**src/hw/rtl/ffsa_pkg.sv**
```systemverilog
// ----------------------------------------------------------------------------
// Farthest free slot allocator package
// Item codes, register indexes, fixed field widths and the command and
// status bundles between the controller and the datapath.
// ----------------------------------------------------------------------------
package ffsa_pkg;

  // Fixed field widths of the ports.
  localparam int KIND_W   = 2;
  localparam int SLOT_W   = 6;
  localparam int CFG_W    = 7;
  localparam int GAP_W    = 7;
  localparam int CFG_IDX_W = 1;

  // Input item kinds.
  localparam logic [KIND_W-1:0] KIND_CLEAR   = 2'd0;
  localparam logic [KIND_W-1:0] KIND_MARK    = 2'd1;
  localparam logic [KIND_W-1:0] KIND_REQUEST = 2'd2;

  // Configuration register indexes.
  localparam logic [CFG_IDX_W-1:0] REG_SEAT_COUNT = 1'b0;
  localparam logic [CFG_IDX_W-1:0] REG_MIN_GAP    = 1'b1;

  // Configuration reset values.
  localparam logic [CFG_W-1:0] SEAT_COUNT_RST = 7'd64;
  localparam logic [CFG_W-1:0] MIN_GAP_RST    = 7'd2;

  // Commands from the controller to the datapath.
  typedef struct packed {
    logic cnt_clr;     // restart the slot counter
    logic latch_req;   // capture the slot count and clear the scan state
    logic sweep_wr;    // write a free slot at the counter and advance
    logic mark_wr;     // mark the input slot occupied
    logic issue;       // read the slot at the counter and advance
    logic final_cand;  // judge the candidate past the last slot
    logic res_zero;    // present an all-zero result
    logic res_req;     // present the request result and occupy on grant
  } dp_cmd_t;

  // Status from the datapath to the controller.
  typedef struct packed {
    logic sweep_last;  // counter is at the last built slot
    logic scan_last;   // counter is at the last slot in use
  } dp_status_t;

endpackage

```
**src/hw/rtl/ffsa_ram.sv**
```systemverilog
// ----------------------------------------------------------------------------
// Generic RAM
// One write port and one read port with registered read data.
// ----------------------------------------------------------------------------
module ffsa_ram #(
  parameter int WIDTH = 1,
  parameter int DEPTH = 64
) (
  input  logic                     clk,
  input  logic                     we,
  input  logic [$clog2(DEPTH)-1:0] waddr,
  input  logic [WIDTH-1:0]         wdata,
  input  logic [$clog2(DEPTH)-1:0] raddr,
  output logic [WIDTH-1:0]         rdata
);

  logic [WIDTH-1:0] mem [DEPTH];

  // Write port.
  always_ff @(posedge clk) begin
    if (we) begin
      mem[waddr] <= wdata;
    end
  end

  // Registered read port.
  always_ff @(posedge clk) begin
    rdata <= mem[raddr];
  end

endmodule

```
**src/hw/rtl/ffsa_datapath.sv**
```systemverilog
// ----------------------------------------------------------------------------
// Farthest free slot allocator datapath
// Holds the configuration, the occupancy memory, the slot counter, the
// single pass gap scan and the result register.
// ----------------------------------------------------------------------------
module ffsa_datapath #(
  parameter int MAX_SLOTS = 64
) (
  input  logic                          clk,
  input  logic                          rst_n,
  input  ffsa_pkg::dp_cmd_t             cmd,
  output ffsa_pkg::dp_status_t          status,
  input  logic [ffsa_pkg::SLOT_W-1:0]   in_slot_index,
  input  logic                          cfg_we,
  input  logic [ffsa_pkg::CFG_IDX_W-1:0] cfg_index,
  input  logic [ffsa_pkg::CFG_W-1:0]    cfg_wdata,
  output logic                          out_valid,
  output logic                          out_granted,
  output logic [ffsa_pkg::SLOT_W-1:0]   out_chosen_slot,
  output logic [ffsa_pkg::GAP_W-1:0]    out_best_gap
);

  import ffsa_pkg::*;

  localparam int AW = $clog2(MAX_SLOTS);
  localparam int CW = $clog2(MAX_SLOTS + 1);

  // Configuration registers.
  logic [CFG_W-1:0] seat_count_r, min_gap_r;

  // Counter and scan state.
  logic [AW-1:0] cnt_r;
  logic [CW-1:0] n_r, n_nxt;
  logic [AW-1:0] nm1_r;
  logic          rd_vld_r;
  logic [AW-1:0] rd_pos_r;
  logic          have_occ_r;
  logic [AW-1:0] last_r;
  logic          best_vld_r;
  logic [CW-1:0] best_gap_r;
  logic [AW-1:0] best_idx_r;

  // Result registers.
  logic             out_valid_r, out_granted_r;
  logic [SLOT_W-1:0] out_chosen_r;
  logic [GAP_W-1:0]  out_best_r;

  // Memory ports.
  logic          ram_we;
  logic [AW-1:0] ram_waddr;
  logic          ram_wdata;
  logic          ram_rdata;

  // Candidate logic.
  logic          cand_en;
  logic [AW-1:0] cand_idx;
  logic [CW-1:0] cand_gap;
  logic [AW-1:0] diff;
  logic [AW-1:0] half;
  logic          upd_best;
  logic          grant;
  logic          slot_ok;
  logic [31:0]   sc_ext;

  // Configuration writes.
  always_ff @(posedge clk) begin
    if (!rst_n) begin
      seat_count_r <= SEAT_COUNT_RST;
      min_gap_r    <= MIN_GAP_RST;
    end else if (cfg_we) begin
      unique case (cfg_index)
        REG_SEAT_COUNT: seat_count_r <= cfg_wdata;
        REG_MIN_GAP:    min_gap_r    <= cfg_wdata;
        default:        ;
      endcase
    end
  end

  // Clamp the slot count to the built range.
  always_comb begin
    sc_ext = 32'(seat_count_r);
    if (sc_ext == 32'd0) begin
      n_nxt = CW'(1);
    end else if (sc_ext > 32'(MAX_SLOTS)) begin
      n_nxt = CW'(MAX_SLOTS);
    end else begin
      n_nxt = CW'(sc_ext);
    end
  end

  // Status toward the controller.
  assign status.sweep_last = (cnt_r == AW'(MAX_SLOTS - 1));
  assign status.scan_last  = (cnt_r == nm1_r);

  // Candidate for the best slot. An occupied slot closes a run of free
  // slots, best at slot 0 for the first run and else halfway, rounded
  // toward the start. The final candidate covers the trailing free run.
  always_comb begin
    diff     = '0;
    half     = '0;
    cand_idx = '0;
    cand_gap = '0;
    if (cmd.final_cand) begin
      cand_en = 1'b1;
      if (!have_occ_r) begin
        cand_gap = n_r;
      end else begin
        diff     = nm1_r - last_r;
        cand_idx = nm1_r;
        cand_gap = CW'(diff);
      end
    end else begin
      cand_en = rd_vld_r & ram_rdata;
      if (!have_occ_r) begin
        cand_gap = CW'(rd_pos_r);
      end else begin
        diff     = rd_pos_r - last_r;
        half     = diff >> 1;
        cand_idx = last_r + half;
        cand_gap = CW'(half);
      end
    end
    upd_best = cand_en & (!best_vld_r | (cand_gap > best_gap_r));
  end

  // Grant decision and mark range check.
  assign grant   = (32'(best_gap_r) >= 32'(min_gap_r));
  assign slot_ok = (32'(in_slot_index) < 32'(MAX_SLOTS));

  // Counter and scan registers.
  always_ff @(posedge clk) begin
    if (!rst_n) begin
      cnt_r      <= '0;
      rd_vld_r   <= 1'b0;
      have_occ_r <= 1'b0;
      best_vld_r <= 1'b0;
    end else begin
      if (cmd.cnt_clr) begin
        cnt_r <= '0;
      end else if (cmd.sweep_wr || cmd.issue) begin
        cnt_r <= cnt_r + AW'(1);
      end
      rd_vld_r <= cmd.issue;
      if (cmd.latch_req) begin
        have_occ_r <= 1'b0;
        best_vld_r <= 1'b0;
      end else begin
        if (rd_vld_r && ram_rdata) begin
          have_occ_r <= 1'b1;
        end
        if (upd_best) begin
          best_vld_r <= 1'b1;
        end
      end
    end
  end

  // Scan payload registers.
  always_ff @(posedge clk) begin
    rd_pos_r <= cnt_r;
    if (cmd.latch_req) begin
      n_r   <= n_nxt;
      nm1_r <= AW'(n_nxt - CW'(1));
    end
    if (rd_vld_r && ram_rdata) begin
      last_r <= rd_pos_r;
    end
    if (upd_best) begin
      best_gap_r <= cand_gap;
      best_idx_r <= cand_idx;
    end
  end

  // Memory write select.
  always_comb begin
    ram_we    = 1'b0;
    ram_waddr = cnt_r;
    ram_wdata = 1'b0;
    priority if (cmd.sweep_wr) begin
      ram_we = 1'b1;
    end else if (cmd.mark_wr) begin
      ram_we    = slot_ok;
      ram_waddr = AW'(in_slot_index);
      ram_wdata = 1'b1;
    end else if (cmd.res_req) begin
      ram_we    = grant;
      ram_waddr = best_idx_r;
      ram_wdata = 1'b1;
    end
  end

  ffsa_ram #(
    .WIDTH(1),
    .DEPTH(MAX_SLOTS)
  ) u_occ_ram (
    .clk  (clk),
    .we   (ram_we),
    .waddr(ram_waddr),
    .wdata(ram_wdata),
    .raddr(cnt_r),
    .rdata(ram_rdata)
  );

  // Result register: each result is shown for one cycle.
  always_ff @(posedge clk) begin
    if (!rst_n) begin
      out_valid_r <= 1'b0;
    end else begin
      out_valid_r <= cmd.res_zero | cmd.res_req;
    end
  end

  always_ff @(posedge clk) begin
    if (cmd.res_req) begin
      out_granted_r <= grant;
      out_chosen_r  <= grant ? SLOT_W'(best_idx_r) : '0;
      out_best_r    <= GAP_W'(best_gap_r);
    end else begin
      out_granted_r <= 1'b0;
      out_chosen_r  <= '0;
      out_best_r    <= '0;
    end
  end

  assign out_valid       = out_valid_r;
  assign out_granted     = out_granted_r;
  assign out_chosen_slot = out_chosen_r;
  assign out_best_gap    = out_best_r;

endmodule

```
**src/hw/rtl/ffsa_ctrl.sv**
```systemverilog
// ----------------------------------------------------------------------------
// Farthest free slot allocator controller
// Sequences the clearing sweep, the mark write and the request scan.
// ----------------------------------------------------------------------------
module ffsa_ctrl (
  input  logic                        clk,
  input  logic                        rst_n,
  input  logic                        start,
  input  logic [ffsa_pkg::KIND_W-1:0] in_kind,
  output logic                        busy,
  output ffsa_pkg::dp_cmd_t           cmd,
  input  ffsa_pkg::dp_status_t        status
);

  import ffsa_pkg::*;

  localparam logic [2:0] S_INIT  = 3'd0;
  localparam logic [2:0] S_IDLE  = 3'd1;
  localparam logic [2:0] S_CLEAR = 3'd2;
  localparam logic [2:0] S_SCAN  = 3'd3;
  localparam logic [2:0] S_DRAIN = 3'd4;
  localparam logic [2:0] S_FINAL = 3'd5;
  localparam logic [2:0] S_GRANT = 3'd6;

  logic [2:0] state_r, state_nxt;

  // Next state and datapath commands.
  always_comb begin
    state_nxt = state_r;
    cmd       = '0;
    unique case (state_r)
      S_INIT: begin
        cmd.sweep_wr = 1'b1;
        if (status.sweep_last) begin
          state_nxt = S_IDLE;
        end
      end
      S_IDLE: begin
        if (start) begin
          unique case (in_kind)
            KIND_CLEAR: begin
              cmd.cnt_clr = 1'b1;
              state_nxt   = S_CLEAR;
            end
            KIND_MARK: begin
              cmd.mark_wr  = 1'b1;
              cmd.res_zero = 1'b1;
            end
            KIND_REQUEST: begin
              cmd.cnt_clr   = 1'b1;
              cmd.latch_req = 1'b1;
              state_nxt     = S_SCAN;
            end
            default: begin
              cmd.res_zero = 1'b1;
            end
          endcase
        end
      end
      S_CLEAR: begin
        cmd.sweep_wr = 1'b1;
        if (status.sweep_last) begin
          cmd.res_zero = 1'b1;
          state_nxt    = S_IDLE;
        end
      end
      S_SCAN: begin
        cmd.issue = 1'b1;
        if (status.scan_last) begin
          state_nxt = S_DRAIN;
        end
      end
      S_DRAIN: begin
        state_nxt = S_FINAL;
      end
      S_FINAL: begin
        cmd.final_cand = 1'b1;
        state_nxt      = S_GRANT;
      end
      S_GRANT: begin
        cmd.res_req = 1'b1;
        state_nxt   = S_IDLE;
      end
      default: begin
        state_nxt = S_IDLE;
      end
    endcase
  end

  // State register; reset starts the clearing sweep.
  always_ff @(posedge clk) begin
    if (!rst_n) begin
      state_r <= S_INIT;
    end else begin
      state_r <= state_nxt;
    end
  end

  assign busy = (state_r != S_IDLE);

endmodule

```
**src/hw/rtl/farthest_free_slot_allocator.sv**
```systemverilog
// ----------------------------------------------------------------------------
// Farthest free slot allocator
// Keeps a slot occupancy map and places requests on the free slot that is
// farthest from any occupied slot.
// ----------------------------------------------------------------------------
// An item is taken when start is high and busy is low, and every item gives
// exactly one result, shown on the out_ ports for one cycle with out_valid
// high; the receiver cannot stall, so it must take each transfer as it comes.
// After reset the block clears its occupancy memory with busy high. A mark
// item, or an item of the unused kind, gives its result in the next cycle
// and the block is ready again at once. A clear item sweeps the occupancy
// memory one slot a cycle with busy high; its result is registered as the
// last slot is written. A placement request reads the n slots in use one a
// cycle from the occupancy memory, then closes the scan and decides in the
// drain, final and grant states with busy high; the result is registered
// from the grant state. The user must write configuration only while busy
// is low and no result is pending; the block itself does not enforce this.
// ----------------------------------------------------------------------------
module farthest_free_slot_allocator #(
  parameter int MAX_SLOTS = 64
) (
  input  logic                           clk,
  input  logic                           rst_n,
  input  logic                           start,
  output logic                           busy,
  input  logic [ffsa_pkg::KIND_W-1:0]    in_kind,
  input  logic [ffsa_pkg::SLOT_W-1:0]    in_slot_index,
  output logic                           out_valid,
  output logic                           out_granted,
  output logic [ffsa_pkg::SLOT_W-1:0]    out_chosen_slot,
  output logic [ffsa_pkg::GAP_W-1:0]     out_best_gap,
  input  logic                           cfg_we,
  input  logic [ffsa_pkg::CFG_IDX_W-1:0] cfg_index,
  input  logic [ffsa_pkg::CFG_W-1:0]     cfg_wdata
);

  import ffsa_pkg::*;

  dp_cmd_t    cmd;
  dp_status_t status;

  // Controller.
  ffsa_ctrl u_ctrl (
    .clk    (clk),
    .rst_n  (rst_n),
    .start  (start),
    .in_kind(in_kind),
    .busy   (busy),
    .cmd    (cmd),
    .status (status)
  );

  // Datapath.
  ffsa_datapath #(
    .MAX_SLOTS(MAX_SLOTS)
  ) u_datapath (
    .clk            (clk),
    .rst_n          (rst_n),
    .cmd            (cmd),
    .status         (status),
    .in_slot_index  (in_slot_index),
    .cfg_we         (cfg_we),
    .cfg_index      (cfg_index),
    .cfg_wdata      (cfg_wdata),
    .out_valid      (out_valid),
    .out_granted    (out_granted),
    .out_chosen_slot(out_chosen_slot),
    .out_best_gap   (out_best_gap)
  );

endmodule
```
**config.mk**
```make
export PLATFORM = sky130hd
export DESIGN_NAME = farthest_free_slot_allocator
export DESIGN_NICKNAME = d
export VERILOG_FILES = /design/src/hw/rtl/ffsa_pkg.sv /design/src/hw/rtl/ffsa_ram.sv /design/src/hw/rtl/ffsa_datapath.sv /design/src/hw/rtl/ffsa_ctrl.sv /design/src/hw/rtl/farthest_free_slot_allocator.sv
export SDC_FILE = /design/constraint.sdc
export NUM_CORES = 1
export LEC_CHECK = 0
export BUFFER_PORTS_ARGS = -buffer_cell sky130_fd_sc_hd__buf_2
export CAP_MARGIN = 15
export CORE_MARGIN = 2
export CORE_UTILIZATION = 50
export CTS_CLUSTER_SIZE = 24
export DETAILED_ROUTE_END_ITERATION = 8
export PLACE_DENSITY_LB_ADDON = 0.2
export SETUP_SLACK_MARGIN = 0.1
export SLEW_MARGIN = 20
export SYNTH_ARGS = -nofsm -noshare
export SYNTH_HDL_FRONTEND = slang
export SYNTH_SLANG_ARGS = --single-unit
```
**constraint.sdc**
```tcl
create_clock -name clk -period 3.5 [get_ports clk]
set_input_delay 0.875 -clock clk [delete_from_list [all_inputs] [get_ports clk]]
set_output_delay 0.875 -clock clk [all_outputs]
set_load 0.02 [all_outputs]
```
# Word-level counts from Yosys, hierarchy flattened

Memories as Yosys holds them, arrays and structs flattened. A register that Yosys moved wholly into a read port is not among the register bits.
Cells that the tools add are included.

Memories: 1
Bits of input ports: 20
Output and inout bits: 16
Flip-flop bits (word level): 79
Memory bits (writable): 64
Logic and storage cells: 101

Order comparisons: 3
Mux-type cells: 40
Equality and inequality tests: 15
Reduce and logical (&&, ||, !) cells: 14
Add/sub/neg operators: 5
Bitwise gates (word level): 6

Memory list:

| memory                   | words | bits a word | read ports | clocked after Yosys merged registers in | wr ports | line           | text |
|---|---|---|---|---|---|---|---|
| u_datapath.u_occ_ram.mem | 64    | 1           | 1          | 1                                       | 1        | ffsa_ram.sv:17 | `logic [WIDTH-1:0] mem [DEPTH];` |

Operators by type and width:

| kind                                                                  | count |
|---|---|
| 6-bit 2-to-1 mux                                                      | 7 |
| 7-bit 2-to-1 mux                                                      | 4 |
| 1-bit 2-to-1 mux                                                      | 21 |
| 3-bit case mux with 5 select lines                                    | 1 |
| 6-bit subtractor                                                      | 2 |
| 3-bit equality test, second input constant                            | 3 |
| 3-bit 2-to-1 mux                                                      | 3 |
| 2-bit OR reduction                                                    | 4 |
| 7-bit greater-or-equal comparator                                     | 1 |
| 7-bit greater-than comparator                                         | 1 |
| 7-bit greater-than comparator, second input constant                  | 1 |
| 7-bit logical NOT                                                     | 1 |
| 6-bit by 1-bit adder with 6-bit output, second input constant         | 1 |
| 6-bit by 5-bit adder with 6-bit output                                | 1 |
| 3-bit by 2-bit equality test with 1-bit output, second input constant | 2 |
| 6-bit equality test                                                   | 1 |
| 6-bit equality test, second input constant                            | 1 |
| 3-bit case mux with 2 select lines                                    | 1 |
| 2-bit AND reduction                                                   | 3 |
| 6-bit by 1-bit subtractor with 6-bit output, second input constant    | 1 |
| 2-bit 2-to-1 mux                                                      | 2 |
| 2-bit != test, second input constant                                  | 2 |
| 4-bit AND reduction                                                   | 1 |
| 3-bit by 1-bit equality test with 1-bit output, second input constant | 1 |
| 14 further kinds                                                      | 17 |

# Longest topological paths before layout

Gate-level depths: netlist (run 1).

Depth in word-level cells: 8
Depth in mapped cells: 15
Depth with buffers taken out: 15

# By module

From an unflattened synthesis (run 1), not the netlist that was laid out.

Cells, all modules: 620
Area, all modules: 7044.3 sq um

Modules (own cells, without submodules):

| module        | cells each | times used | area each (sq um) | seq. area each (sq um) |
|---|---|---|---|---|
| ffsa_datapath | 383        | 1          | 3867.5            | 1841.8 |
| ffsa_ram      | 204        | 1          | 2914.0            | 1941.9 |
| ffsa_ctrl     | 33         | 1          | 262.8             | 60.1 |

# Least setup slack after synthesis (run 1)

OpenSTA, ideal clock, no wires.

Kind: reg-to-reg
Start: register u_datapath.nm1_r[0]
End: register u_datapath.best_gap_r[0] (enable)
Required time: 3.113 ns
Buffers on the path: 0
Setup slack: -0.193 ns
Data arrival time: 3.305 ns
Setup time: 0.387 ns
Period minus slack after synthesis: 3.693 ns
Stages on the path, launching flop included: 16
Cell sequence: edfxtp_1 inv_1 ha_1 inv_1 fa_1 a21o_1 a21oi_1 xnor2_1 mux4_2 ha_1 a21oi_1 nor2b_1 o21ai_0 o21ai_0 o22ai_1 a21oi_1

Longest elaborated chain between the ends: 6

RTL lines:

| what                             | line                 | text |
|---|---|---|
| start: declaration               | ffsa_datapath.sv:34  | `logic [AW-1:0] nm1_r;` |
| start signal: assignment         | ffsa_datapath.sv:163 | `nm1_r <= AW'(n_nxt - CW'(1));` |
| 6-bit subtractor                 | ffsa_datapath.sv:108 | `diff = nm1_r - last_r;` |
| 7-bit 2-to-1 mux                 | ffsa_datapath.sv:105 | `if (!have_occ_r) begin` |
| 7-bit 2-to-1 mux                 | ffsa_datapath.sv:103 | `if (cmd.final_cand) begin` |
| named net u_datapath.cand_gap[4] | ffsa_datapath.sv:57  | `logic [CW-1:0] cand_gap;` |
| 7-bit greater-than comparator    | ffsa_datapath.sv:123 | `upd_best = cand_en & (!best_vld_r \| (cand_gap > best_gap_r));` |
| 1-bit bitwise OR                 | ffsa_datapath.sv:123 |  |
| 1-bit bitwise AND                | ffsa_datapath.sv:123 |  |
| named net u_datapath.upd_best    | ffsa_datapath.sv:60  | `logic upd_best;` |
| end signal: assignment           | ffsa_datapath.sv:169 | `best_gap_r <= cand_gap;` |
| end: declaration                 | ffsa_datapath.sv:40  | `logic [CW-1:0] best_gap_r;` |

The timed path passes the listed nets, and every way through them passes these cells.
A chain may end at the register's enable or synchronous reset.

# Final worst setup path (run 1)

Start: register u_datapath.nm1_r[0]
End: register u_datapath.best_gap_r[2] (enable)

The elaborated chain is that of the path after synthesis.

==> reports/summary.txt, run 1 <==
Outcome - complete, no violations
Setup repair after global routing missed its margin - no
Layout net count - 713
VDD IR-drop max - 0.0003486 V
Sink count of the clock tree - 144
Wire length on met2 - 7.174 mm
Antenna fix cells - 0
Largest net degree at the start of global routing - 77
Level count of the clock H-tree - 4
Highest clock rate - 303.1 MHz
Met1 Routed Length - 7.886 mm
Type of the worst setup path - reg -> reg
Effective utilization at floorplan - 50.62%
DRT Wirelength - 16.54 mm
Floorplan die width - 124.6 um
CP Data Required Time - 3.69 ns
FFs w/ async S/R, synth - 0%
Library cell used as clock root buffer - sky130_fd_sc_hd__clkbuf_16
Post-route setup TNS - 0 ns
Growth of design area from synthesis to finish - 14.71%
Wire length of the first global-routing pass - 26.16 mm
Clock latency reported for the late side of the worst-skew pair - 0.42 ns
Biggest cell delay along the critical path - 0.51 ns
Die extent in y - 124.6 um
Fraction of the yosys area taken by sequential cells - 52.85%
Starting DRT DRC Count - 437
Leakage dissipation - 2.980 nW
Share of the clock period used by the worst path after layout - 94.25%
Endpoint class of the critical path - register
DPL Wire Length - 11.96 mm
Io pins - 36
Count of final setup violators - 0
Wire length per cell - 19.30 um
Post-route clock skew - 0.008001 ns
Per-instance average area after synthesis - 11.79 um2
Std-Cell Rows - 44
EDFF count, synth - 96
Yosys warns - 0
Via count - 4,967
Count of endpoints failing hold in the final timing report - 0
Initial antenna violation count - 0
Initial DRT Pass Iterations - 5
Cell seen most often among critical-path stages - sky130_fd_sc_hd__a21oi_2
Overflow left after global routing - 0
Crit path max fanout - 7
Routability cong. - 0.9077
Minimum clock period - 3.299 ns
CORE AREA - 14,370 um2
Average vias per placed instance - 5.796
Cell Area, Synth - 7273 um2
Top routing layer in use - met4
Nature of the critical path startpoint - register
Number of pins with negative max-slew slack in the final report - 0
Met3 Routed Length - 1.202 mm
Gate Count Post-Synth - 617
Post-synthesis register bit count - 144
Buffer levels on the longest clock path - 2
Power per unit of standard cell area - 469.0 nW/um2
Number of input and output port buffers inserted - 35
Share of final-layout standard cells stronger than drive strength 1 - 21.69%
Hold crit path type - reg -> reg
Residual DRC - 0
Count of cell types in the netlist - 66
Number of global-route vias before repair - 4,839
CP max-delay cell - sky130_fd_sc_hd__mux4_2
Main flop type after synthesis - sky130_fd_sc_hd__edfxtp_1
Tightest Pin Transition - 0.8864 ns
Max-cap violation count - 0
Combined global-route utilization of all metal layers - 22.03%
Die Area - 15,530 um2
Clock buffer count from CTS - 17
Buf+Inv Stages, Crit Path - 3
Total Power Consumption - 3.913 mW
Crit path cell chain - inv_1, ha_1, inv_2, fa_2, a21o_1, a21oi_2, xnor2_1, mux4_2, ha_4, a21oi_2, nor2b_1, o21ai_1, o21ai_2, o22ai_2, a21oi_4, buf_6
Worst reg-to-reg setup slack - 0.20 ns
Clk slew on worst S/H paths - 0.06 ns
Top Family by Delay on Critical Path - compound AO/OA/AOI/OAI gates
Syn_nets - 670
Critical Path AT - 3.49 ns
Worst rel slew slack - 40.83%
Highest-count cells in the layout ignoring fill and taps - sky130_fd_sc_hd__edfxtp_1, sky130_fd_sc_hd__nor2_1, sky130_fd_sc_hd__nand2_1, sky130_fd_sc_hd__dfxtp_1, sky130_fd_sc_hd__buf_2
Number of antenna-violating nets in the routed design - 0
Clock tree from TritonCTS - built
Most common library cell in the layout ignoring fill and taps - sky130_fd_sc_hd__edfxtp_1
[registers in the layout, indices dropped and copies added (netlist names)]
name,count
u_datapath.u_occ_ram.rdata,1
u_datapath.min_gap_r,7
u_datapath.rd_pos_r,6
u_datapath.n_r,7
u_datapath.u_occ_ram.mem,64
u_datapath.best_idx_r,6
u_datapath.best_vld_r,1
u_datapath.out_chosen_slot,6
u_datapath.seat_count_r,7
u_ctrl.state_r,3
u_datapath.out_granted,1
u_datapath.out_valid,1
u_datapath.cnt_r,6
u_datapath.best_gap_r,7
u_datapath.out_best_gap,7
u_datapath.have_occ_r,1
u_datapath.rd_vld_r,1
u_datapath.last_r,6
u_datapath.nm1_r,6
[worst reg2reg max path, delay by kind of cell, from the launching register on]
kind / cells / cell delay, ns
buffers and inverters: 3 / 0.27
flip-flops: 1 / 0.39
adder cells (fa/ha/maj): 3 / 0.81
multiplexers: 1 / 0.51
AO/OA/AOI/OAI: 7 / 0.96
XOR/XNOR: 1 / 0.08
AND/OR/NAND/NOR: 1 / 0.05
[routing by layer]
layer	track usage [%]	vias to the layer above
met5	0	-
met4	7.072	0
met3	4.854	29
met2	32.14	183
met1	32.89	2428
li1	-	2327
[synthesized netlist by cell type (3+ instances only)]
| library cell | number | area share (%) |
|---|---|---|
| sky130_fd_sc_hd__a21boi_0 | 8 | 0.83 |
| sky130_fd_sc_hd__a21o_1 | 10 | 1.0 |
| sky130_fd_sc_hd__a21oi_1 | 14 | 0.96 |
| sky130_fd_sc_hd__a31oi_1 | 6 | 0.52 |
| sky130_fd_sc_hd__and2_1 | 13 | 1.1 |
| sky130_fd_sc_hd__and3_1 | 5 | 0.43 |
| sky130_fd_sc_hd__buf_2 | 3 | 0.21 |
| sky130_fd_sc_hd__clkbuf_1 | 19 | 0.98 |
| sky130_fd_sc_hd__dfxtp_1 | 48 | 13 |
| sky130_fd_sc_hd__edfxtp_1 | 96 | 40 |
| sky130_fd_sc_hd__fa_1 | 3 | 0.83 |
| sky130_fd_sc_hd__ha_1 | 30 | 5.2 |
| sky130_fd_sc_hd__inv_1 | 31 | 1.6 |
| sky130_fd_sc_hd__mux2i_1 | 9 | 1.2 |
| sky130_fd_sc_hd__mux4_2 | 20 | 6.2 |
| sky130_fd_sc_hd__nand2_1 | 52 | 2.7 |
| sky130_fd_sc_hd__nand2_2 | 3 | 0.26 |
| sky130_fd_sc_hd__nand2b_1 | 11 | 0.95 |
| sky130_fd_sc_hd__nand3_1 | 21 | 1.4 |
| sky130_fd_sc_hd__nand3b_1 | 4 | 0.41 |
| sky130_fd_sc_hd__nand4_1 | 4 | 0.34 |
| sky130_fd_sc_hd__nor2_1 | 65 | 3.4 |
| sky130_fd_sc_hd__nor2_4 | 5 | 0.77 |
| sky130_fd_sc_hd__nor2b_1 | 19 | 1.6 |
| sky130_fd_sc_hd__nor3_1 | 13 | 0.89 |
| sky130_fd_sc_hd__nor3_2 | 9 | 1.2 |
| sky130_fd_sc_hd__nor4_1 | 5 | 0.43 |
| sky130_fd_sc_hd__o21ai_0 | 12 | 0.83 |
| sky130_fd_sc_hd__o221a_4 | 4 | 1.1 |
| sky130_fd_sc_hd__o22ai_1 | 3 | 0.26 |
| sky130_fd_sc_hd__xnor2_1 | 13 | 1.6 |
| sky130_fd_sc_hd__xor2_1 | 13 | 1.6 |
[cells by family after synthesis]
| kind of cell | share of synthesized area (%) |
|---|---|
| and+or+nand+nor | 17.98 |
| DFF | 52.85 |
| AOI/OAI and AO/OA | 9.376 |
| buffers and inverters | 3.251 |
| adders and majority gates | 5.987 |
| muxes | 7.432 |
| xor gates and xnor gates | 3.131 |
[per-stage QoR]
step / area [um2] / hold slack, ns / utilization [%] / setup slack (ns) / instances
2_1_floorplan: 7284 / 0.3290 / - / 0.1937 / 617
3_3_place_gp: 7676 / 0.4315 / 53.42 / 0.008917 / 822
3_5_place_dp: 7676 / 0.4658 / 53.42 / -0.1044 / 822
4_1_cts: 8302 / 0.4765 / 57.78 / 0.1089 / 856
5_1_grt: 8343 / 0.4901 / 58.06 / 0.06349 / 857
6_report: 8343 / 0.4746 / 58.06 / 0.2012 / 857
[area by class of cell]
type / count / area, um2
Clock buffer: 20 / 467.9
Fill cell: 1195 / 6026
Clock inverter: 12 / 130.1
Inverter: 32 / 120.1
Multi-Input combinational cell: 415 / 3243
Tap cell: 184 / 230.2
Sequential cell: 144 / 3844
Timing Repair Buffer: 50 / 307.8
[worst paths after layout]
kind,endpoint,cells past startpoint,from
hold reg to reg,u_datapath.min_gap_r[3],2,u_datapath.min_gap_r[3]
setup / recovery,u_datapath.best_gap_r[2],16,u_datapath.nm1_r[0]
hold / removal,u_datapath.min_gap_r[3],2,u_datapath.min_gap_r[3]
setup reg to reg,u_datapath.best_gap_r[2],16,u_datapath.nm1_r[0]
[power by group]
group / internal [mW] / switching, mW
Combinational: 0.104 / 0.146
Sequential: 1.82 / 0.0263
Clock: 1.11 / 0.708
Total: 3.03 / 0.880
[timing repair]
item / in CTS / in global routing
resized for setup: 4 / 10
pin swaps: 2 / 5
hold buffers: 0 / 0
setup endpoints to repair: 13 / 13
setup buffers: 2 / 1
gates cloned: 0 / 0
No activity file was read; power rests on OpenSTA's default activity.
==> run 2: changes to the inputs <==
--- a/config.mk
+++ b/config.mk
@@ -7,6 +7,7 @@
 export LEC_CHECK = 0
 export BUFFER_PORTS_ARGS = -buffer_cell sky130_fd_sc_hd__buf_2
 export CAP_MARGIN = 15
+export CORE_ASPECT_RATIO = 0.5
 export CORE_MARGIN = 2
 export CORE_UTILIZATION = 50
 export CTS_CLUSTER_SIZE = 24
==> reports/summary.txt, run 2 (synthesized netlist as in run 1, its figures left out) <==
Outcome - complete, no violations (unchanged)
Minimum clock period - 3.307 ns (was 3.299 ns)
Layout Cell Area excl Fill - 8373 um2 (was 8343 um2)
Highest clock rate - 302.3 MHz (was 303.1 MHz)
Effective utilization at floorplan - 50.68% (was 50.62%)
Min-Delay Startpoint - u_datapath.cnt_r[3] (was u_datapath.min_gap_r[3])
Layout net count - 715 (was 713)
Top routing layer in use - met4 (unchanged)
Number of input and output port buffers inserted - 35 (unchanged)
Biggest cell delay along the critical path - 0.52 ns (was 0.51 ns)
Largest register by flop count - u_datapath.u_occ_ram.mem (unchanged)
Met3 Routed Length - 663 um (was 1.202 mm)
Floorplan die width - 174.6 um (was 124.6 um)
Wire length on met2 - 7.590 mm (was 7.174 mm)
Number of hold buffers added after CTS - 0 (unchanged)
Type of the worst setup path - reg -> reg (unchanged)
Count of non-filler cells in the finished layout - 873 (was 857)
Share of the clock period used by the worst path after layout - 94.50% (was 94.25%)
Share of final-layout standard cells stronger than drive strength 1 - 21.78% (was 21.69%)
Critical Path AT - 3.44 ns (was 3.49 ns)
Leakage dissipation - 2.999 nW (was 2.980 nW)
Post-route clock skew - 0.01258 ns (was 0.008001 ns)
Worst flop-to-flop path endpoint - u_datapath.best_idx_r[4] (was u_datapath.best_gap_r[2])
Wire length per cell - 18.31 um (was 19.30 um)
Clock latency reported for the late side of the worst-skew pair - 0.42 ns (about the same)
Antenna fix cells - 0 (unchanged)
Count of final setup violators - 0 (unchanged)
Depth of the most critical reg-to-reg path - 16 (unchanged)
Crit path cell chain - inv_1, ha_1, inv_2, fa_2, a21o_1, a21oi_2, xnor2_1, mux4_2, ha_4, a21oi_2, nor2b_1, o21ai_1, o21ai_1, o22ai_2, a21oi_4, buf_6 (was inv_1, ha_1, inv_2, fa_2, a21o_1, a21oi_2, xnor2_1, mux4_2, ha_4, a21oi_2, nor2b_1, o21ai_1, o21ai_2, o22ai_2, a21oi_4, buf_6)
Endpoint class of the critical path - register (unchanged)
Hold crit path type - reg -> reg (unchanged)
Sink count of the clock tree - 144 (unchanged)
DPL Wire Length - 11.38 mm (was 11.96 mm)
Largest net degree at the start of global routing - 61 (was 77)
Starting DRT DRC Count - 404 (was 437)
CORE AREA - 14,350 um2 (was 14,370 um2)
Placed cell count - 838 (was 822)
VDD IR-drop max - 0.0003279 V (was 0.0003486 V)
Number of global-route vias before repair - 4,741 (was 4,839)
Worst reg-to-reg setup slack - 0.19 ns (was 0.20 ns)
Library cell used as clock root buffer - sky130_fd_sc_hd__clkbuf_16 (unchanged)
Number of antenna-violating nets in the routed design - 0 (unchanged)
Count of endpoints failing hold in the final timing report - 0 (unchanged)
Residual DRC - 0 (unchanged)
Clk slew on worst S/H paths - 0.06 ns (about the same)
Clock buffer count from CTS - 17 (unchanged)
Clock tree from TritonCTS - built (unchanged)
Average vias per placed instance - 5.613 (was 5.796)
Die Area - 15,590 um2 (was 15,530 um2)
Hold path depth - 0 (was 2)
DRT Wirelength - 15.98 mm (was 16.54 mm)
CP Data Required Time - 3.63 ns (was 3.69 ns)
Crit path max fanout - 6 (was 7)
Tightest Pin Transition - 0.7838 ns (was 0.8864 ns)
Highest-count cells in the layout ignoring fill and taps - sky130_fd_sc_hd__edfxtp_1, sky130_fd_sc_hd__nor2_1, sky130_fd_sc_hd__nand2_1, sky130_fd_sc_hd__dfxtp_1, sky130_fd_sc_hd__buf_2 (unchanged)
Nature of the critical path startpoint - register (unchanged)
Worst rel slew slack - 47.64% (was 40.83%)
Combined global-route utilization of all metal layers - 21.76% (was 22.03%)
Number of pins with negative max-slew slack in the final report - 0 (unchanged)
Level count of the clock H-tree - 4 (unchanged)
Die extent in y - 89.29 um (was 124.6 um)
Initial DRT Pass Iterations - 6 (was 5)
Wire length of the first global-routing pass - 25.46 mm (was 26.16 mm)
Met1 Routed Length - 7.359 mm (was 7.886 mm)
Buffer levels on the longest clock path - 2 (unchanged)
Io pins - 36 (unchanged)
Power per unit of standard cell area - 471.4 nW/um2 (was 469.0 nW/um2)
Most common library cell in the layout ignoring fill and taps - sky130_fd_sc_hd__edfxtp_1 (unchanged)
Area after detailed placement - 7696 um2 (was 7676 um2)
Max-cap violation count - 0 (unchanged)
Initial antenna violation count - 0 (unchanged)
Sink of the worst hold path - u_datapath.rd_pos_r[3] (was u_datapath.min_gap_r[3])
Routability cong. - 0.8803 (was 0.9077)
CP max-delay cell - sky130_fd_sc_hd__mux4_2 (unchanged)
Setup repair after global routing missed its margin - yes (was no)
Growth of design area from synthesis to finish - 15.12% (was 14.71%)
Flip-flop count of the largest register after layout - 64 (unchanged)
Via count - 4,900 (was 4,967)
Std-Cell Rows - 31 (was 44)
Worst reg2reg path startpoint - u_datapath.nm1_r[0] (unchanged)
Overflow left after global routing - 0 (unchanged)
## run 2: timing repair
action / 4_1_cts / 5_1_grt
setup buffers: 3 / 0
cloned: 0 / 0
gates resized for setup: 5 / 7
pin swaps: 2 / 8
endpoints found under the setup margin: 13 / 13
## run 2: power by group
| part | internal [mW] | total (mW) | switching [mW] |
|---|---|---|---|
| logic | 0.103 | 0.244 | 0.141 |
| registers | 1.82 | 1.84 | 0.0243 |
| clock network | 1.13 | 1.86 | 0.727 |
## run 2: final cells by class
cell class,count,area [um2]
fill,1200,5978
inverter,32,120.1
sequential,144,3844
multi-input combinational,415,3239
tap,198,247.7
clock buffer,23,521.8
timing repair buffer,52,310.3
clock inverter,9,90.09
## run 2: how the worst max path moves through the flow
stage	cells past startpoint	startpoint	endpoint
6_report	16	u_datapath.nm1_r[0]	u_datapath.best_idx_r[4]
5_1_grt	16	u_datapath.nm1_r[0]	u_datapath.best_gap_r[6]
4_1_cts	16	u_datapath.nm1_r[0]	u_datapath.best_gap_r[6]
3_5_place_dp	15	u_datapath.nm1_r[0]	u_datapath.best_idx_r[1]
3_3_place_gp	15	u_datapath.nm1_r[0]	u_datapath.best_idx_r[1]
2_1_floorplan	15	u_datapath.nm1_r[0]	u_datapath.best_gap_r[0]
## run 2: critical path, delay by kind of cell (launching register included)
kind / cells / cell delay (ns)
AO/OA/AOI/OAI: 7 / 0.83
XOR/XNOR: 1 / 0.09
adder cells (fa/ha/maj): 3 / 0.81
buffers and inverters: 3 / 0.28
flip-flops: 1 / 0.38
multiplexers: 1 / 0.52
AND/OR/NAND/NOR: 1 / 0.11
## run 2: layer usage
metal	track usage, %	up-vias
li1	-	2336
met1	29.11	2400
met2	36.26	135
met3	3.827	29
met4	8.485	0
met5	0	-
## run 2: through the flow
stage / setup slack [ns] / TNS, ns / util [%] / power (mW) / hold slack [ns]
finish: 0.1925 / 0 / 58.34 / 3.947 / 0.4024
global route: 0.02995 / 0 / 58.34 / 4.073 / 0.4055
CTS: 0.08434 / 0 / 58.23 / 3.968 / 0.4024
detailed placement: -0.1165 / -1.503 / 53.63 / 2.118 / 0.3835
global placement: 0.008396 / 0 / 53.63 / 2.116 / 0.3839
floorplan: 0.1937 / 0 / - / 2.044 / 0.3290
==> run 3: changes to the inputs <==
--- a/config.mk
+++ b/config.mk
@@ -9,7 +9,7 @@
 export CAP_MARGIN = 15
 export CORE_ASPECT_RATIO = 0.5
 export CORE_MARGIN = 2
-export CORE_UTILIZATION = 50
+export CORE_UTILIZATION = 45
 export CTS_CLUSTER_SIZE = 24
 export DETAILED_ROUTE_END_ITERATION = 8
 export PLACE_DENSITY_LB_ADDON = 0.2
==> reports/summary.txt, run 3 (synthesized netlist as in run 1, its figures left out) <==
Outcome - complete, no violations (unchanged)
Wire length of the first global-routing pass - 26.25 mm (was 25.46 mm)
CP max-delay cell - sky130_fd_sc_hd__mux4_2 (unchanged)
Combined global-route utilization of all metal layers - 20.29% (was 21.76%)
Number of pins with negative max-slew slack in the final report - 0 (unchanged)
Switching component of the power - 0.8942 mW (was 0.8921 mW)
Hold crit path type - reg -> reg (unchanged)
Endpoint class of the critical path - register (unchanged)
Io pins - 36 (unchanged)
Via count - 4,863 (was 4,900)
Initial antenna violation count - 0 (unchanged)
Die Area - 17,260 um2 (was 15,590 um2)
Highest clock rate - 299.8 MHz (was 302.3 MHz)
Std-Cell Rows - 32 (was 31)
Flip-flop count of the largest register after layout - 64 (unchanged)
Layout Cell Area excl Fill - 8408 um2 (was 8373 um2)
Share of the clock period used by the worst path after layout - 95.31% (was 94.50%)
Largest net degree at the start of global routing - 61 (unchanged)
Highest-count cells in the layout ignoring fill and taps - sky130_fd_sc_hd__edfxtp_1, sky130_fd_sc_hd__nor2_1, sky130_fd_sc_hd__nand2_1, sky130_fd_sc_hd__dfxtp_1, sky130_fd_sc_hd__buf_2 (unchanged)
Count of endpoints failing hold in the final timing report - 0 (unchanged)
Proportion of power drawn by combinational gates - 6.2% (about the same)
Tightest Pin Transition - 0.7965 ns (was 0.7838 ns)
Wire length per cell - 18.41 um (was 18.31 um)
Type of the worst setup path - reg -> reg (unchanged)
Initial DRT Pass Iterations - 5 (was 6)
Worst rel slew slack - 46.79% (was 47.64%)
Die extent in y - 93.90 um (was 89.29 um)
Switching fraction of total power - 22.29% (was 22.60%)
Level count of the clock H-tree - 4 (unchanged)
Floorplan die width - 183.8 um (was 174.6 um)
Library cell used as clock root buffer - sky130_fd_sc_hd__clkbuf_16 (unchanged)
Residual DRC - 0 (unchanged)
Share of final-layout standard cells stronger than drive strength 1 - 22.01% (was 21.78%)
Starting DRT DRC Count - 424 (was 404)
Most common library cell in the layout ignoring fill and taps - sky130_fd_sc_hd__edfxtp_1 (unchanged)
Clock buffer count from CTS - 17 (unchanged)
Met1 demand-to-capacity share in global routing - 27.36% (was 29.11%)
Clk pwr share - 47.9% (was 47.2%)
Max-cap violation count - 0 (unchanged)
Minimum clock period - 3.336 ns (was 3.307 ns)
Buffer levels on the longest clock path - 2 (unchanged)
Gr busiest metal - met2 (unchanged)
Met3 Resource Use GR - 3.837% (was 3.827%)
Post-route clock skew - 0.01049 ns (was 0.01258 ns)
Clk slew on worst S/H paths - 0.06 ns (about the same)
Layout net count - 717 (was 715)
Area after detailed placement - 7711 um2 (was 7696 um2)
Critical Path AT - 3.47 ns (was 3.44 ns)
Routing usage on met2 - 33.14% (was 36.26%)
Number of global-route vias before repair - 4,821 (was 4,741)
Number of hold buffers added after CTS - 0 (unchanged)
Crit path cell chain - inv_1, ha_2, inv_2, fa_2, a21o_1, a21oi_2, xnor2_1, mux4_2, ha_4, a21oi_2, nor2b_1, o21ai_1, o21ai_1, o22ai_2, a21oi_4, buf_6 (was inv_1, ha_1, inv_2, fa_2, a21o_1, a21oi_2, xnor2_1, mux4_2, ha_4, a21oi_2, nor2b_1, o21ai_1, o21ai_1, o22ai_2, a21oi_4, buf_6)
DRT Wirelength - 16.22 mm (was 15.98 mm)
Growth of design area from synthesis to finish - 15.60% (was 15.12%)
Biggest cell delay along the critical path - 0.50 ns (was 0.52 ns)
Clock tree from TritonCTS - built (unchanged)
Antenna fix cells - 0 (unchanged)
Clock latency reported for the late side of the worst-skew pair - 0.42 ns (about the same)
Crit path max fanout - 6 (unchanged)
Routability cong. - 0.9075 (was 0.8803)
CORE AREA - 15,620 um2 (was 14,350 um2)
Sink count of the clock tree - 144 (unchanged)
Number of antenna-violating nets in the routed design - 0 (unchanged)
Number of input and output port buffers inserted - 35 (unchanged)
Setup repair after global routing missed its margin - yes (unchanged)
Power per unit of standard cell area - 477.2 nW/um2 (was 471.4 nW/um2)
Count of final setup violators - 0 (unchanged)
Average vias per placed instance - 5.520 (was 5.613)
Leakage dissipation - 2.996 nW (was 2.999 nW)
Fraction of power consumed by sequential logic - 45.9% (was 46.7%)
Overflow left after global routing - 0 (unchanged)
CP Data Required Time - 3.63 ns (about the same)
Buf+Inv Stages, Crit Path - 3 (unchanged)
DPL Wire Length - 11.73 mm (was 11.38 mm)
Nature of the critical path startpoint - register (unchanged)
Top Family by Delay on Critical Path - compound AO/OA/AOI/OAI gates (unchanged)
Hold_ws - 0.4589 ns (was 0.4024 ns)
Largest register by flop count - u_datapath.u_occ_ram.mem (unchanged)
Int Power - 3.118 mW (was 3.055 mW)
Effective utilization at floorplan - 46.58% (was 50.68%)
VDD IR-drop max - 0.0003770 V (was 0.0003279 V)
[run 3: cell count changes in the layout (fill, tap and decap cells not counted), sizes merged]
| cell | change |
|---|---|
| inv | -2 |
| buf | +2 |
| clkinv | +1 |
| clkinvlp | +2 |
| clkbuf | -4 |
| bufinv | +3 |
[run 3: cell type report]
| class | instances | area [um2] |
|---|---|---|
| Fill cell | 1375 | 7207 |
| Sequential cell | 144 | 3844 |
| Multi-Input combinational cell | 415 | 3246 |
| Clock buffer | 19 | 432.9 |
| Timing Repair Buffer | 54 | 325.3 |
| Tap cell | 204 | 255.2 |
| Clock inverter | 13 | 185.2 |
| Inverter | 32 | 120.1 |
[run 3: path summary, 6_finish.rpt]
path	slack (ns)	depth (start not counted)	endpoint	start
worst min register to register	0.46	0	u_datapath.last_r[0]	u_datapath.rd_pos_r[0]
worst max register to register	0.16	16	u_datapath.best_idx_r[3]	u_datapath.nm1_r[0]
worst min-delay path	0.46	0	u_datapath.last_r[0]	u_datapath.rd_pos_r[0]
worst max-delay path	0.16	16	u_datapath.best_idx_r[3]	u_datapath.nm1_r[0]
[run 3: through the flow]
step           std cells  power, mW  util [%]  worst slack (ns)  TNS [ns]
6_report             881      4.013     53.85            0.1641         0
5_1_grt              881      4.149     53.85           0.03107         0
4_1_cts              880      4.038     53.59            0.1178         0
3_5_place_dp         845      2.123     49.38          -0.05862   -0.7539
3_3_place_gp         845      2.120     49.38           0.03555         0
2_1_floorplan        617      2.044         -            0.1937         0
[run 3: power by group through the flow]
stage,registers (mW),logic [mW],clock network (mW)
floorplan,1.86,0.181,0
global placement,1.88,0.245,0
detailed placement,1.88,0.247,0
CTS,1.84,0.248,1.95
global route,1.84,0.276,2.03
finish,1.84,0.249,1.92
[run 3: layer usage]
layer | up-vias | wire length [um]
li1 | 2341 | -
met1 | 2387 | 7599
met2 | 114 | 7709
met3 | 21 | 687
met4 | 0 | 224
met5 | - | 0
[run 3: repair_timing]
action,in CTS,in global routing
cloned,0,0
resized for setup,3,11
setup buffers,3,1
setup endpoints to repair,13,13
pin swaps,2,8
